`src/hdl/etm_div.sv`:
```
// Fully pipelined restoring divider, one quotient bit per stage, with a side tag.
module etm_div #(
  parameter int DW = 48,
  parameter int VW = 32,
  parameter int QW = 21,
  parameter int TW = 1
) (
  input  logic          clk,
  input  logic          rst,
  input  logic          en,
  input  logic          in_valid,
  input  logic [DW-1:0] dividend,
  input  logic [VW-1:0] divisor,
  input  logic [TW-1:0] tag_in,
  output logic          out_valid,
  output logic [QW-1:0] quotient,
  output logic [TW-1:0] tag_out
);

  // The caller guarantees dividend >> QW is below the divisor whenever the
  // quotient is used, so the upper part starts as the partial remainder.
  logic [DW-1:0] hi;
  assign hi = dividend >> QW;

  logic          vld  [1:QW];
  logic [VW-1:0] rem  [1:QW];
  logic [QW-1:0] lo   [1:QW];
  logic [VW-1:0] dv   [1:QW];
  logic [TW-1:0] tg   [1:QW];

  for (genvar s = 0; s < QW; s++) begin : g_step
    logic          v_in;
    logic [VW-1:0] r_in;
    logic [QW-1:0] l_in;
    logic [VW-1:0] d_in;
    logic [TW-1:0] t_in;
    logic [VW:0]   trial;
    logic          ge;

    if (s == 0) begin : g_first
      assign v_in = in_valid;
      assign r_in = hi[VW-1:0];
      assign l_in = dividend[QW-1:0];
      assign d_in = divisor;
      assign t_in = tag_in;
    end else begin : g_next
      assign v_in = vld[s];
      assign r_in = rem[s];
      assign l_in = lo[s];
      assign d_in = dv[s];
      assign t_in = tg[s];
    end

    assign trial = {r_in, l_in[QW-1]};
    assign ge    = trial >= {1'b0, d_in};

    always_ff @(posedge clk) begin
      if (rst) begin
        vld[s+1] <= 1'b0;
      end else if (en) begin
        vld[s+1] <= v_in;
      end
    end

    always_ff @(posedge clk) begin
      if (en) begin
        rem[s+1] <= ge ? VW'(trial - {1'b0, d_in}) : trial[VW-1:0];
        lo[s+1]  <= {l_in[QW-2:0], ge};
        dv[s+1]  <= d_in;
        tg[s+1]  <= t_in;
      end
    end
  end

  assign out_valid = vld[QW];
  assign quotient  = lo[QW];
  assign tag_out   = tg[QW];

endmodule

```
`config.mk`:
```
export PLATFORM = sky130hd
export DESIGN_NAME = etm_div
export DESIGN_NICKNAME = d
export VERILOG_FILES = /design/src/hdl/etm_div.sv
export SDC_FILE = /design/constraint.sdc
export NUM_CORES = 2
export LEC_CHECK = 0
export BUFFER_PORTS_ARGS = -buffer_cell sky130_fd_sc_hd__buf_2
export CAP_MARGIN = 20
export CORE_MARGIN = 2
export CORE_UTILIZATION = 25
export CTS_CLUSTER_DIAMETER = 60
export DETAILED_ROUTE_END_ITERATION = 10
export PLACE_DENSITY_LB_ADDON = 0.2
export SLEW_MARGIN = 20
export SYNTH_ARGS = -nofsm -noshare
export SYNTH_HDL_FRONTEND = slang
export SYNTH_SLANG_ARGS = --single-unit
```
`constraint.sdc`:
```
create_clock -name clk -period 7.85 [get_ports clk]
set_input_delay 1.57 -clock clk [delete_from_list [all_inputs] [get_ports clk]]
set_output_delay 1.57 -clock clk [all_outputs]
set_load 0.02 [all_outputs]
```
==> summary.txt <==
Status
  – Status: complete, no violations

Yosys
  – Leading area contributor after synthesis: edfxtp_1
  – Synth Register Bits: 1,763
  – Yosys warning count: 0
  – Syn Nets: 8,929
  – Post-Synthesis Cell Area: 0.0947 sq mm
  – Distinct cell type count after synthesis: 92
  – Area contributors post-synth: edfxtp_1, ha_1, a21oi_1
  – Area share of the largest cell type after synthesis: 55.9%
  – Mean Syn Cell Area: 11.6 sq um
  – Top_reg_cell synth: edfxtp_1
  – Ys async rst share: 0%
  – EDFF count, synth: 1,763
  – Seq/Total Area, Yosys: 55.9%
  – Mapped Cells: 8,156

Min path
  – Hold Path Origin: lo[0][214]$_DFFE_PP_
  – Hold Crit Class: reg -> reg

Setup path
  – Crit Path Class: reg -> reg
  – Slowest stage cell, crit path: a2111oi_0
  – R2R Path Start: lo[0][83]$_DFFE_PP_
  – Max stage delay on crit path: 0.93 ns
  – CP max FO: 3
  – CP arrival: 5.34 ns
  – WP data required: 8.44 ns
  – Critical path cell sequence: inv_1 -> ha_1 -> fa_1 -> nor2b_1 -> o21ai_0 -> a21oi_1 -> o21bai_1 -> a2111oi_0 -> nor3_1 -> o41ai_1 -> a221oi_1 -> o21ai_0 -> xnor2_1 -> a21oi_1
  – Critical Path Start: lo[0][83]$_DFFE_PP_
  – Worst setup SP type: register
  – Critical Path End Type: register

Global route
  – GRT overflow: 0
  – Number of global-route vias before repair: 61,915
  – Wire length of the first global-routing pass: 363 mm
  – Largest net degree at the start of global routing: 161
  – Initial antenna violation count: 6
  – Total GRT Usage: 11.9%

Die
  – Io pins: 108
  – Die area: 0.384 sq mm
  – Core area: 0.378 sq mm
  – Die Ht: 620 um
  – Die Wd: 620 um
  – FP Rows: 226
  – Starting Density: 25.1%

Job
  – Max-Cap Viols: 0

Clocking
  – Clk sinks: 1,763
  – Hold_buf cts: 0
  – Root Buffer: clkbuf_16
  – Resized cells post-CTS: 0
  – CTS tree: done
  – Buffer depth of the longest clock path: 4
  – Clock Latency Late Sink: 0.94 ns
  – Clk pin slew, worst setup/hold paths: 0.06 ns
  – Postcts setup bufs: 0
  – H-tree levels: 4
  – TritonCTS Buffers: 242

Pwr
  – LEAKAGE: 43.3 nW
  – Pwr/cell area: 408 mW/mm^2
  – Peak supply drop: 195 uV

STA
  – Tcrit/Tclk final: 60.5%
  – Max Clock Freq: 211 MHz
  – Slew Viols, Final: 0
  – Worst Clk Skew: 0.0819 ns
  – Relative slew slack: 13.2%
  – Unrepaired setup endpoints after global routing: false
  – Setup TNS: 0 ns
  – Worst-margin pin slew: 1.30 ns
  – Final setup vio count: 0
  – Min Tclk post-route: 4.75 ns
  – Fin Hold WS: 0.337 ns
  – Hold Vio Cnt, Final: 0

Detailed routing
  – Final WL: 234 mm
  – Wirelength per Cell: 17.2 um
  – Antenna viol nets, final: 0
  – Via density: 4.53
  – DRC Markers: 0
  – DR vias: 61,433
  – DR iter-0 viols: 3,974
  – First-pass DRT Iterations: 7

Placement
  – Count of buffers from port buffering: 107
  – Post-DP HPWL: 174 mm
  – Global placement routability congestion: 0.874

Layout
  – Final Net Count: 9,120
  – Area growth, synth to finish: 15.3%
  – Share of cells above drive strength 1: 9.74%
-- layout make-up --
class	count	area, sq um
clock inverter	175	1710
antenna	2	5.00
sequential	1763	52900
clock buffer	268	6220
timing repair buffer	155	1040
inverter	841	3160
fill	38287	269000
multi-input combinational	5344	37900
tap	5016	6280
-- critical path: cells and delay by family, from the launching register on --
kind | cells | cell delay [ns]
flip-flops | 1 | 0.37
buffers and inverters | 1 | 0.05
XOR/XNOR | 1 | 0.15
AO/OA/AOI/OAI | 8 | 2.94
adder cells (fa/ha/maj) | 2 | 0.63
AND/OR/NAND/NOR | 2 | 0.31
-- per-stage QoR --
stage | utilization (%) | area [sq um] | total power [mW] | worst slack [ns] | instances
after floorplan | - | 94700 | 28.7 | 3.47 | 8156
after global placement | 26.8 | 101000 | 33.6 | 2.38 | 13118
after detailed placement | 26.8 | 101000 | 33.8 | 2.45 | 13118
after CTS | 28.9 | 109000 | 45.1 | 3.18 | 13561
after global routing | 28.9 | 109000 | 47.9 | 2.81 | 13563
final | 28.9 | 109000 | 44.6 | 3.10 | 13564
-- logic make-up after synthesis --
logic type	synth area share, %
compound gates	14.2
xor+xnor	5.04
fa+ha+maj	9.24
buf+inv	4.26
flops	55.9
mux	2.78
simple gates	8.63
-- where the power goes --
part	internal (mW)	total, mW	switching, mW
clock	6.46	10.9	4.43
sequential	13.7	15.0	1.37
combinational	7.91	18.6	10.7
total	28.0	44.6	16.5
-- placed cells by master (no fill, tap or decap), types with 95 or more instances in the layout --
cell and n:
edfxtp_1 1763, nand2_1 606, nor2b_1 115, xnor2_1 310
nand2b_1 95, a21oi_1 645, o21ai_0 548, inv_1 840
nand4_1 109, ha_1 668, a21o_1 320, buf_2 106
clkbuf_16 245, nand3_1 124, xor2_1 235, mux2_2 184
nor2_1 392
-- worst paths after layout --
check | end | slack (ns) | depth (start not counted)
setup / recovery | rem[1][30]$_DFFE_PP_ | 3.10 | 14
hold / removal | lo[0][236]$_DFFE_PP_ | 0.34 | 0
setup reg to reg | rem[1][30]$_DFFE_PP_ | 3.10 | 14
hold reg to reg | lo[0][236]$_DFFE_PP_ | 0.34 | 0
-- registers in the layout, indices dropped and copies added, names as in the netlist --
register and count:
lo 441, rem 640, dv 640, vld 21, tg 21
-- metal layers --
layer,vias to the layer above,routed length (um),GRT usage (%)
met3,478,9520,1.74
met5,-,0,0
met2,1251,110000,20.1
li1,30301,-,-
met1,29403,105000,15.2
met4,0,9660,5.02
-- cell usage after synthesis (23+ instances only) --
| cell type | number |
|---|---|
| xnor2_1 | 310 |
| a211o_1 | 23 |
| buf_2 | 42 |
| xor2_1 | 235 |
| or3_1 | 23 |
| a21oi_1 | 646 |
| and3_1 | 51 |
| o21a_1 | 86 |
| nor3_1 | 88 |
| nand4_1 | 109 |
| o21bai_1 | 70 |
| nor2_1 | 392 |
| nand3_1 | 125 |
| nand2_1 | 607 |
| mux2_4 | 27 |
| nor4_1 | 26 |
| clkbuf_1 | 155 |
| a211oi_1 | 46 |
| nand2b_1 | 95 |
| o21ai_0 | 548 |
| a31oi_1 | 72 |
| mux2_2 | 184 |
| a21o_1 | 321 |
| o211ai_1 | 25 |
| or2_2 | 25 |
| inv_1 | 840 |
| o31ai_1 | 54 |
| edfxtp_1 | 1763 |
| nor2b_1 | 116 |
| and2_1 | 36 |
| a21boi_0 | 25 |
| ha_1 | 668 |
Note: power is estimated with default switching activity, not from simulation.
